### config.mk
export PLATFORM = sky130hd
export DESIGN_NAME = ifmu_ctrl
export DESIGN_NICKNAME = d
export VERILOG_FILES = /design/src/rtl/core/isophotal_flux_magnitude_unit_macros.svh /design/src/rtl/core/ifmu_pkg.sv /design/src/rtl/core/ifmu_ctrl.sv
export SDC_FILE = /design/constraint.sdc
export NUM_CORES = 1
export LEC_CHECK = 0
export ABC_AREA = 1
export BUFFER_PORTS_ARGS = -buffer_cell sky130_fd_sc_hd__buf_2
export CORE_UTILIZATION = 25
export CTS_CLUSTER_DIAMETER = 60
export DETAILED_ROUTE_END_ITERATION = 16
export PLACE_DENSITY = 0.45
export SYNTH_ARGS = -nofsm -noshare
export SYNTH_HDL_FRONTEND = slang
export SYNTH_SLANG_ARGS = --single-unit
### constraint.sdc
create_clock -name clock -period 1.9 [get_ports clock]
set_input_delay 0.475 -clock clock [delete_from_list [all_inputs] [get_ports clock]]
set_output_delay 0.475 -clock clock [all_outputs]
set_load 0.03 [all_outputs]
### src/rtl/core/isophotal_flux_magnitude_unit_macros.svh
// Assertion macros shared by the isophotal flux and magnitude unit
`ifndef ISOPHOTAL_FLUX_MAGNITUDE_UNIT_MACROS_SVH
`define ISOPHOTAL_FLUX_MAGNITUDE_UNIT_MACROS_SVH

// check a property on every clock edge outside reset
`define IFMU_CHECK(lbl, prop, msg) \
   lbl: assert property (@(posedge clock) disable iff (reset) (prop)) else $error(msg);

// check that a condition is followed by another in the next cycle
`define IFMU_CHECK_NEXT(lbl, ante, cons, msg) \
   lbl: assert property (@(posedge clock) disable iff (reset) (ante) |=> (cons)) else $error(msg);

`endif

### src/rtl/core/ifmu_pkg.sv
// Package: constants, datapath operation codes and status types of the flux unit
`default_nettype none
package ifmu_pkg;

   localparam int FRAC_BITS    = 16;
   localparam int LOG_FRAC     = 24;
   localparam int MAG_SHIFT    = LOG_FRAC + 32 - FRAC_BITS;
   localparam int SQRT_STEPS   = (64 + FRAC_BITS + 1) / 2;
   localparam int LOG_STEPS    = LOG_FRAC;
   localparam int DIV_STEPS    = 47 + 25 + FRAC_BITS;
   localparam int CNT_W        = 7;

   localparam logic [31:0] MAG_PER_LOG2 = 32'd3232284966;
   localparam logic [24:0] ERR_COEF     = 25'd18215023;
   localparam logic signed [23:0] MAG_NONE = 24'sd6488064;

   localparam logic [1:0] REG_USE_WEIGHT = 2'd0;
   localparam logic [1:0] REG_WEIGHT_ABS = 2'd1;
   localparam logic [1:0] REG_BG_RMS     = 2'd2;
   localparam logic [1:0] REG_ZERO_POINT = 2'd3;

   typedef enum logic [4:0] {
      OP_NONE,
      OP_LOAD,
      OP_BGVAR,
      OP_PROD,
      OP_VAR,
      OP_ACC,
      OP_SQRT_INIT,
      OP_SQRT_STEP,
      OP_NORM_INIT,
      OP_NORM_STEP,
      OP_LOG_INIT,
      OP_LOG_STEP,
      OP_MAG_MUL,
      OP_MAG_FIN,
      OP_ERR_MUL,
      OP_ERR_COMB,
      OP_DIV_STEP,
      OP_FINISH
   } op_type;

   typedef struct packed {
      op_type op;
   } cmd_type;

   typedef struct packed {
      logic last;
      logic flux_pos;
      logic flux_zero;
      logic norm_done;
      logic out_free;
   } status_type;

endpackage
`default_nettype wire

### src/rtl/core/ifmu_ctrl.sv
// Controller: sequences the datapath through accumulation, root, log and divide
`default_nettype none
module ifmu_ctrl (
   input  wire logic                clock,
   input  wire logic                reset,
   input  wire logic                req_valid,
   output logic                     req_ready,
   input  wire ifmu_pkg::status_type sts,
   output ifmu_pkg::cmd_type        cmd
);
   typedef enum logic [4:0] {
      ST_IDLE, ST_BGV, ST_PROD, ST_VAR, ST_ACC, ST_SQI, ST_SQS, ST_NRI, ST_NRS,
      ST_LGI, ST_LGS, ST_MGM, ST_MGF, ST_ERM, ST_ERC, ST_DVS, ST_FIN
   } state_type;

   state_type                     state_ff;
   logic [ifmu_pkg::CNT_W-1:0]    cnt_ff;

   assign req_ready = (state_ff == ST_IDLE);

   always_comb begin
      cmd.op = ifmu_pkg::OP_NONE;
      case (state_ff)
         ST_IDLE: if (req_valid) cmd.op = ifmu_pkg::OP_LOAD;
         ST_BGV:  cmd.op = ifmu_pkg::OP_BGVAR;
         ST_PROD: cmd.op = ifmu_pkg::OP_PROD;
         ST_VAR:  cmd.op = ifmu_pkg::OP_VAR;
         ST_ACC:  cmd.op = ifmu_pkg::OP_ACC;
         ST_SQI:  cmd.op = ifmu_pkg::OP_SQRT_INIT;
         ST_SQS:  cmd.op = ifmu_pkg::OP_SQRT_STEP;
         ST_NRI:  cmd.op = ifmu_pkg::OP_NORM_INIT;
         ST_NRS:  if (!sts.norm_done) cmd.op = ifmu_pkg::OP_NORM_STEP;
         ST_LGI:  cmd.op = ifmu_pkg::OP_LOG_INIT;
         ST_LGS:  cmd.op = ifmu_pkg::OP_LOG_STEP;
         ST_MGM:  cmd.op = ifmu_pkg::OP_MAG_MUL;
         ST_MGF:  cmd.op = ifmu_pkg::OP_MAG_FIN;
         ST_ERM:  cmd.op = ifmu_pkg::OP_ERR_MUL;
         ST_ERC:  cmd.op = ifmu_pkg::OP_ERR_COMB;
         ST_DVS:  cmd.op = ifmu_pkg::OP_DIV_STEP;
         ST_FIN:  if (sts.out_free) cmd.op = ifmu_pkg::OP_FINISH;
         default: cmd.op = ifmu_pkg::OP_NONE;
      endcase
   end

   always_ff @(posedge clock) begin
      if (reset) begin
         state_ff <= ST_IDLE;
         cnt_ff   <= '0;
      end else begin
         case (state_ff)
            ST_IDLE: if (req_valid) state_ff <= ST_BGV;
            ST_BGV:  state_ff <= ST_PROD;
            ST_PROD: state_ff <= ST_VAR;
            ST_VAR:  state_ff <= ST_ACC;
            ST_ACC:  state_ff <= sts.last ? ST_SQI : ST_IDLE;
            ST_SQI: begin
               cnt_ff   <= '0;
               state_ff <= ST_SQS;
            end
            ST_SQS: begin
               cnt_ff <= cnt_ff + 1'b1;
               if (cnt_ff == ifmu_pkg::CNT_W'(ifmu_pkg::SQRT_STEPS - 1))
                  state_ff <= sts.flux_pos ? ST_NRI : ST_ERM;
            end
            ST_NRI:  state_ff <= ST_NRS;
            ST_NRS:  if (sts.norm_done) state_ff <= ST_LGI;
            ST_LGI: begin
               cnt_ff   <= '0;
               state_ff <= ST_LGS;
            end
            ST_LGS: begin
               cnt_ff <= cnt_ff + 1'b1;
               if (cnt_ff == ifmu_pkg::CNT_W'(ifmu_pkg::LOG_STEPS - 1)) state_ff <= ST_MGM;
            end
            ST_MGM:  state_ff <= ST_MGF;
            ST_MGF:  state_ff <= ST_ERM;
            ST_ERM:  state_ff <= ST_ERC;
            ST_ERC: begin
               cnt_ff   <= '0;
               state_ff <= sts.flux_zero ? ST_FIN : ST_DVS;
            end
            ST_DVS: begin
               cnt_ff <= cnt_ff + 1'b1;
               if (cnt_ff == ifmu_pkg::CNT_W'(ifmu_pkg::DIV_STEPS - 1)) state_ff <= ST_FIN;
            end
            ST_FIN:  if (sts.out_free) state_ff <= ST_IDLE;
            default: state_ff <= ST_IDLE;
         endcase
      end
   end
endmodule
`default_nettype wire

==> impl_metrics.ini, run 1 <==
[clocking]
cts.clk_slew.worst_paths_ns = 0.05
clockBufferDepth = 2
ctsRootBufferMaster = sky130_fd_sc_hd__clkbuf_8
cts_buffers = 3
clk_latency_ns = 0.23
cts-htree-levels = 1
tritoncts_clock_tree = done
cts_hold_repair.buffers = 0
clock_sinks = 12

[synthesis]
synthDominantCellAreaShare = 0.239
largest_family_of_logic_cells_by_synthesized_area = simple AND/OR/NAND/NOR gates
syn-num-nets = 197
post_synth_inst_count = 188
muxShareOfSynthArea = 0
synth.cell_area_um2 = 1050
part_of_the_yosys_area_used_for_sequential_elements = 0.229
ys_ff_latch = 12
ys.warnings.count = 0
post_synth_num_cell_types = 24
synth_xor_area_frac = 0.0167
netlist_top_cells_area = sky130_fd_sc_hd__nand2_1, sky130_fd_sc_hd__dfxtp_1, sky130_fd_sc_hd__nor2_1
synth-simple-area-share = 0.517
adder_cell_fraction_of_synth_area = 0.0119
post-synth-top-area-cell = sky130_fd_sc_hd__nand2_1
synthesized_area_per_cell_um2 = 5.59
synth_compound_gate_area_share = 0.132

[die]
chipWidth_um = 66.8
design.portCount = 14
die_height_um = 66.8
die_area_um2 = 4470
core_region_area_um2 = 4030
effective_utilization_at_floorplan = 0.261
rows = 23

[cells_and_area]
antenna_cells = 0
layout_cell_share_with_drive_strength_beyond_1 = 0.330
fillerInstances = 437
nets = 232
final-instance-count-excl-fill = 271
area_delta_synth_final_pct = 42.1
combined_area_of_the_multi_input_logic_cells_um2 = 813
final-seq-area_um2 = 259

[global_route]
grt_first_pass_wirelength_um = 5050
global_route.overflow_total = 0
antenna_found_initial = 0
globalRouteTotalUtil = 0.151
pin_count_of_the_biggest_net_entering_global_routing = 12
vias_in_the_first_global_route = 1121

[detailed_routing]
dr.pass1.iters = 4
detail_route.wl_per_cell_um = 12.2
drtIter0Drc = 105
drt_drc_violations_left = 0
antenna_left = 0
wirelength_um = 3300
avgViaCountPerCell = 4.66
vias = 1262

[status]
run_status = finished, final reports clean

[pwr]
powerDensity_nw_per_um2 = 795
vdd_drop_max_uv = 471
p_leak_nw = 0.746
p_total_w = 0.00119

[timing]
timing.final.max_slew_violations = 0
tightest_slew_ns = 0.261
fin_setup_tns_ns = 0
final_hold_violations = 0
setup_violations = 0
final_critical_path_setup_slack_ns = 0.00550
fin_crit_ns = 1.89
max_freq_mhz = 528
relSlewSlack = 0.824
grt_setup_unrepaired = true
post-route-period-util = 0.997
finalClockSkew_ns = 0.00329

[critical_path]
crit_arrival_ns = 1.42
timing.rr.start = state_ff[3]
critical_path.max_fanout = 5
cp_data_required_time_ns = 1.42
setup.worst_path.end_class = output pin
path_class = reg2out
start_kind = flop
reg2reg_depth = 11
worst_r2r_dst = state_ff[3]
r2r_setup_slack_ns = 0.25

[min_path]
worst_hold_path.num_cells = 2
min_to = cnt_ff[4]
worstHoldStart = cnt_ff[4]
hp_class = reg2reg

[place]
gp_congestion = 0.839
post-dp-hpwl_um = 2450
dpl_ws_ns = 0.0800
number_of_buffers_inserted_by_port_buffering = 13
placed_cells = 261

[flow_run]
timing.max_cap.violations = 0
==> layer usage <==
| layer | vias up | track usage | share of wire |
|---|---|---|---|
| met1 | 552 | 0.192 | 0.48 |
| met4 | 0 | 0.0585 | 0.016 |
| met2 | 32 | 0.251 | 0.46 |
| met3 | 6 | 0.0240 | 0.043 |
| met5 | - | 0 | 0 |
| li1 | 672 | - | - |
==> cells in the mapped netlist, drive strengths merged <==
| cell type | n |
|---|---|
| nand2 | 69 |
| nor3 | 1 |
| clkbuf | 1 |
| xor2 | 1 |
| o21ai | 7 |
| nand3 | 15 |
| nor2 | 29 |
| nand4 | 6 |
| inv | 22 |
| a21oi | 16 |
| o2111ai | 2 |
| xnor2 | 1 |
| clkinv | 2 |
| nand3b | 2 |
| dfxtp | 12 |
| a31oi | 1 |
| ha | 1 |
==> worst max-delay path by stage <==
| stage | from | to | slack, ns |
|---|---|---|---|
| 3_5_place_dp | state_ff[2] | cmd[3] | 0.08 |
| 4_1_cts | state_ff[0] | cmd[3] | 0.005 |
| 6_report | state_ff[1] | cmd[3] | 0.006 |
| 3_3_place_gp | state_ff[1] | cmd[3] | 0.04 |
| 2_1_floorplan | state_ff[0] | cmd[3] | 0.13 |
| 5_1_grt | state_ff[3] | cmd[3] | -0.05 |
==> cell type report <==
| class | count | area share |
|---|---|---|
| multi-input combinational | 151 | 0.544 |
| sequential | 12 | 0.173 |
| timing repair buffer | 31 | 0.146 |
| inverter | 24 | 0.0670 |
| tap | 50 | 0.0419 |
| clock buffer | 3 | 0.0276 |
==> kinds of logic after synthesis <==
family                   Yosys count
adder cells (fa/ha/maj)            1
buffers and inverters             25
flip-flops                        12
AND/OR/NAND/NOR                  122
AO/OA/AOI/OAI                     26
XOR/XNOR                           2
==> critical path, cell delays in order, from the launching register on <==
cell and delay (ns):
sky130_fd_sc_hd__dfxtp_4 0.40, sky130_fd_sc_hd__inv_4 0.05, sky130_fd_sc_hd__nand2_4 0.07, sky130_fd_sc_hd__nor2_4 0.05
sky130_fd_sc_hd__nand2_2 0.09, sky130_fd_sc_hd__nand3_2 0.07, sky130_fd_sc_hd__a21oi_2 0.13, sky130_fd_sc_hd__o2111ai_1 0.14
sky130_fd_sc_hd__buf_4 0.20
==> metrics by stage <==
step | hold WS [ns] | cell area [um2] | utilization
4_1_cts | 0.481 | 1410 | 0.350
3_5_place_dp | 0.473 | 1260 | 0.314
5_1_grt | 0.505 | 1490 | 0.371
3_3_place_gp | 0.465 | 1260 | 0.314
6_report | 0.480 | 1490 | 0.371
2_1_floorplan | 0.453 | 1060 | -
==> repair_timing <==
item | 4_1_cts | 5_1_grt
setup endpoints to repair | 5 | 4
gates resized for setup | 26 | 21
pin swaps | 5 | 9
setup buffers | 5 | 2
hold endpoints to repair | 0 | 0
==> cells in the final DEF (no fill, tap or decap), types with 3 or more instances in the layout <==
| cell type | instances |
|---|---|
| sky130_fd_sc_hd__a21oi_1 | 12 |
| sky130_fd_sc_hd__a21oi_2 | 4 |
| sky130_fd_sc_hd__buf_2 | 9 |
| sky130_fd_sc_hd__buf_4 | 19 |
| sky130_fd_sc_hd__clkbuf_8 | 3 |
| sky130_fd_sc_hd__dfxtp_1 | 7 |
| sky130_fd_sc_hd__dfxtp_4 | 5 |
| sky130_fd_sc_hd__inv_1 | 16 |
| sky130_fd_sc_hd__inv_2 | 3 |
| sky130_fd_sc_hd__inv_4 | 3 |
| sky130_fd_sc_hd__nand2_1 | 60 |
| sky130_fd_sc_hd__nand2_2 | 6 |
| sky130_fd_sc_hd__nand2_4 | 3 |
| sky130_fd_sc_hd__nand3_1 | 11 |
| sky130_fd_sc_hd__nand4_1 | 6 |
| sky130_fd_sc_hd__nor2_1 | 21 |
| sky130_fd_sc_hd__nor2_4 | 6 |
| sky130_fd_sc_hd__o21ai_0 | 6 |
==> sequential cells by signal (all words and copies together) (netlist names) <==
signal    cells
cnt_ff        7
state_ff      5
==> power by group <==
group          internal (W)  leakage, nW  switching [W]
logic              0.000270        0.623       0.000375
clock network      0.000139       0.0216      0.0000859
registers          0.000274        0.101      0.0000442
No activity file was read; power rests on OpenSTA's default activity.
==> inputs of run 2 (changes only) <==
Settings changed: ABC_AREA 1 to not set, HOLD_SLACK_MARGIN set to 0.02.
==> run 2 against run 1 <==
Effect of this change:
- the flow now finishes with violations (setup timing)
- combinational power down 44%
- highest routed layer is now met3
- largest power group unchanged
- worst hold slack better by 0.056 ns
- critical path type unchanged
- core utilization up 4.9 points
==> impl_metrics.ini, run 2 <==
[critical_path]
crit_path_top_delay_cell = sky130_fd_sc_hd__or4_4
cp-endpoint = cmd[0]
timing.rr.start = cnt_ff[0]
worst_r2r_dst = state_ff[0]
critical_path.max_fanout = 2
path_class = reg2out
reg2reg_depth = 6
max_stage_delay_ns = 0.44
r2r_setup_slack_ns = -0.19
cp_cell_sequence = or3b_4 > or4_4 > o31ai_2 > a21oi_1 > nand2_1 > buf_6
start_kind = flop
crit_arrival_ns = 1.74
setup.worst_path.end_class = output pin
cp_data_required_time_ns = 1.42
critPathLaunch = state_ff[2]

[synthesis]
ys_ff_latch = 12
part_of_the_yosys_area_used_for_sequential_elements = 0.246
post_synth_num_cell_types = 44
async_flop_share = 0
post-synth-top-area-cell = sky130_fd_sc_hd__dfxtp_1
synthDominantCellAreaShare = 0.246
syn-num-nets = 137
commonest_cells_in_the_netlist = sky130_fd_sc_hd__nand2_1, sky130_fd_sc_hd__dfxtp_1, sky130_fd_sc_hd__a21oi_1, sky130_fd_sc_hd__nor2_1, sky130_fd_sc_hd__nand2b_1
post_synth_inst_count = 128
synth-edff-count = 0
synthesized_area_per_cell_um2 = 7.63
ys.warnings.count = 0
synthMostInstantiatedCell = sky130_fd_sc_hd__nand2_1
netlist_top_cells_area = sky130_fd_sc_hd__dfxtp_1, sky130_fd_sc_hd__a21oi_1, sky130_fd_sc_hd__mux2i_1
synth_flop_cell = sky130_fd_sc_hd__dfxtp_1
synth.cell_area_um2 = 977

[cells_and_area]
largest_register = cnt_ff
most_common_library_cell_in_the_layout_ignoring_fill_and_taps = sky130_fd_sc_hd__buf_4
largestRegisters = cnt_ff (7), state_ff (5)
area_delta_synth_final_pct = 59.7
fillerInstances = 394
commonest_non_fill_non_tap_cells_in_the_layout = sky130_fd_sc_hd__buf_4, sky130_fd_sc_hd__a21oi_1, sky130_fd_sc_hd__nand2_1
largest_register_ff_count = 7
layout_cell_share_with_drive_strength_beyond_1 = 0.474
finish.utilization = 0.420
nets = 186
antenna_cells = 0

[place]
post-dp-hpwl_um = 2100
dpl_ws_ns = -0.229
gp_congestion = 0.815
number_of_buffers_inserted_by_port_buffering = 13

[die]
rows = 22
effective_utilization_at_floorplan = 0.263
die_height_um = 64.5
design.portCount = 14
chipWidth_um = 64.5
core_region_area_um2 = 3720
die_area_um2 = 4160

[timing]
max_freq_mhz = 451
grt_setup_unrepaired = true
timing.final.max_slew_violations = 0
fin_crit_ns = 2.22
finalHoldWorstSlack_ns = 0.536
final_critical_path_setup_slack_ns = -0.317
final_hold_violations = 0
post-route-period-util = 1.17
tightest_slew_ns = 0.324
relSlewSlack = 0.784
finalClockSkew_ns = 0.00263
setup_violations = 7

[clocking]
clk_latency_ns = 0.23
ctsRootBufferMaster = sky130_fd_sc_hd__clkbuf_8
tritoncts_clock_tree = done
cts.clk_slew.worst_paths_ns = 0.05
cts_buffers = 3
clock_sinks = 12
cts-htree-levels = 1
cts_hold_repair.buffers = 0
clockBufferDepth = 2

[detailed_routing]
wl_met3_um = 89
antenna_left = 0
drtIter0Drc = 71
wl_met1_um = 1450
vias = 1133
detail_route.wl_per_cell_um = 13.9
drt_drc_violations_left = 0
wirelength_um = 3100
dr.pass1.iters = 4
topRoutingLayerUsed = met3
avgViaCountPerCell = 5.08
wl_met2_um = 1550

[pwr]
power_frac_seq = 0.317
switching_share = 0.324
combinational_fraction_of_design_power = 0.421
cell_internal_pwr_w = 0.000577
power.share.clock = 0.262
p_switching_w = 0.000276
p_leak_nw = 0.646
vdd_drop_max_uv = 237
powerDensity_nw_per_um2 = 547

[global_route]
globalRouteTotalUtil = 0.149
global_route.overflow_total = 0
pin_count_of_the_biggest_net_entering_global_routing = 18
grt_first_pass_wirelength_um = 4940
vias_in_the_first_global_route = 1069
antenna_found_initial = 0

[flow_run]
timing.max_cap.violations = 0

[status]
run_status = complete, but fails checks
violations = setup timing

[min_path]
hp_class = reg2reg
## run 2: cell count changes after synthesis, moves of 5 or more
| cell | delta |
|---|---|
| sky130_fd_sc_hd__nand2_1 | -54 |
| sky130_fd_sc_hd__nor2_1 | -15 |
| sky130_fd_sc_hd__mux2i_1 | +5 |
| sky130_fd_sc_hd__inv_1 | -15 |
| sky130_fd_sc_hd__nand3_1 | -9 |
| sky130_fd_sc_hd__nand4_1 | -5 |
| sky130_fd_sc_hd__a21oi_1 | -6 |
| sky130_fd_sc_hd__nand2b_1 | +7 |
## run 2: worst max-delay path: cells and delay by family, from the launching register on
family / cells / cell delay, ns
buffers and inverters: 1 / 0.13
AND/OR/NAND/NOR: 3 / 0.91
AO/OA/AOI/OAI: 2 / 0.14
flip-flops: 1 / 0.32
## run 2: area by class of cell
type                       instances  area (um2)  area share
multi-input combinational        104         771       0.494
timing repair buffer              52         427       0.273
sequential                        12         246       0.158
tap                               48        60.1      0.0385
clock buffer                       3        41.3      0.0265
inverter                           4        15.0     0.00962
## run 2: cell families after synthesis
logic type                 share of synthesized area
and+or+nand+nor                                0.309
AOI/OAI and AO/OA                              0.269
buffers and inverters                         0.0743
DFF                                            0.246
muxes                                         0.0627
xor gates and xnor gates                      0.0269
adders and majority gates                     0.0128
## run 2: worst min-delay path by stage
stage | from | end | slack, ns | cells after the start
floorplan | cnt_ff[0] | cnt_ff[0] | 0.46 | 1
global placement | cnt_ff[0] | cnt_ff[0] | 0.55 | 2
detailed placement | cnt_ff[5] | cnt_ff[5] | 0.56 | 2
CTS | state_ff[1] | state_ff[1] | 0.55 | 2
global route | sts[0] | state_ff[4] | 0.59 | 3
finish | state_ff[1] | state_ff[1] | 0.54 | 2
## run 2: power groups by stage
stage                     Clock [W]  Sequential, W  Combinational, W
final                      0.000223       0.000271          0.000359
after global routing       0.000242       0.000272          0.000383
after CTS                  0.000234       0.000272          0.000285
after detailed placement          0       0.000275          0.000243
after global placement            0       0.000275          0.000239
after floorplan                   0       0.000273          0.000179
## run 2: repair_timing
item,CTS,global route
buffers inserted,3,11
gates resized for setup,24,14
pin swaps,2,10
endpoints found under the setup margin,14,11
gates cloned,0,2
## run 2: per-layer routing
metal | global-route usage | vias up
met1 | 0.187 | 541
met2 | 0.268 | 18
met4 | 0.0333 | 0
li1 | - | 574
met3 | 0.0176 | 0
met5 | 0 | -
## run 2: through the flow
stage | cells | total power (W) | TNS (ns) | cell area (um2)
after floorplan | 128 | 0.000452 | -0.694 | 1000
after global placement | 205 | 0.000514 | -0.841 | 1250
after detailed placement | 205 | 0.000517 | -0.993 | 1250
after CTS | 210 | 0.000791 | -0.895 | 1400
after global routing | 223 | 0.000898 | -1.40 | 1560
final | 223 | 0.000853 | -1.05 | 1560
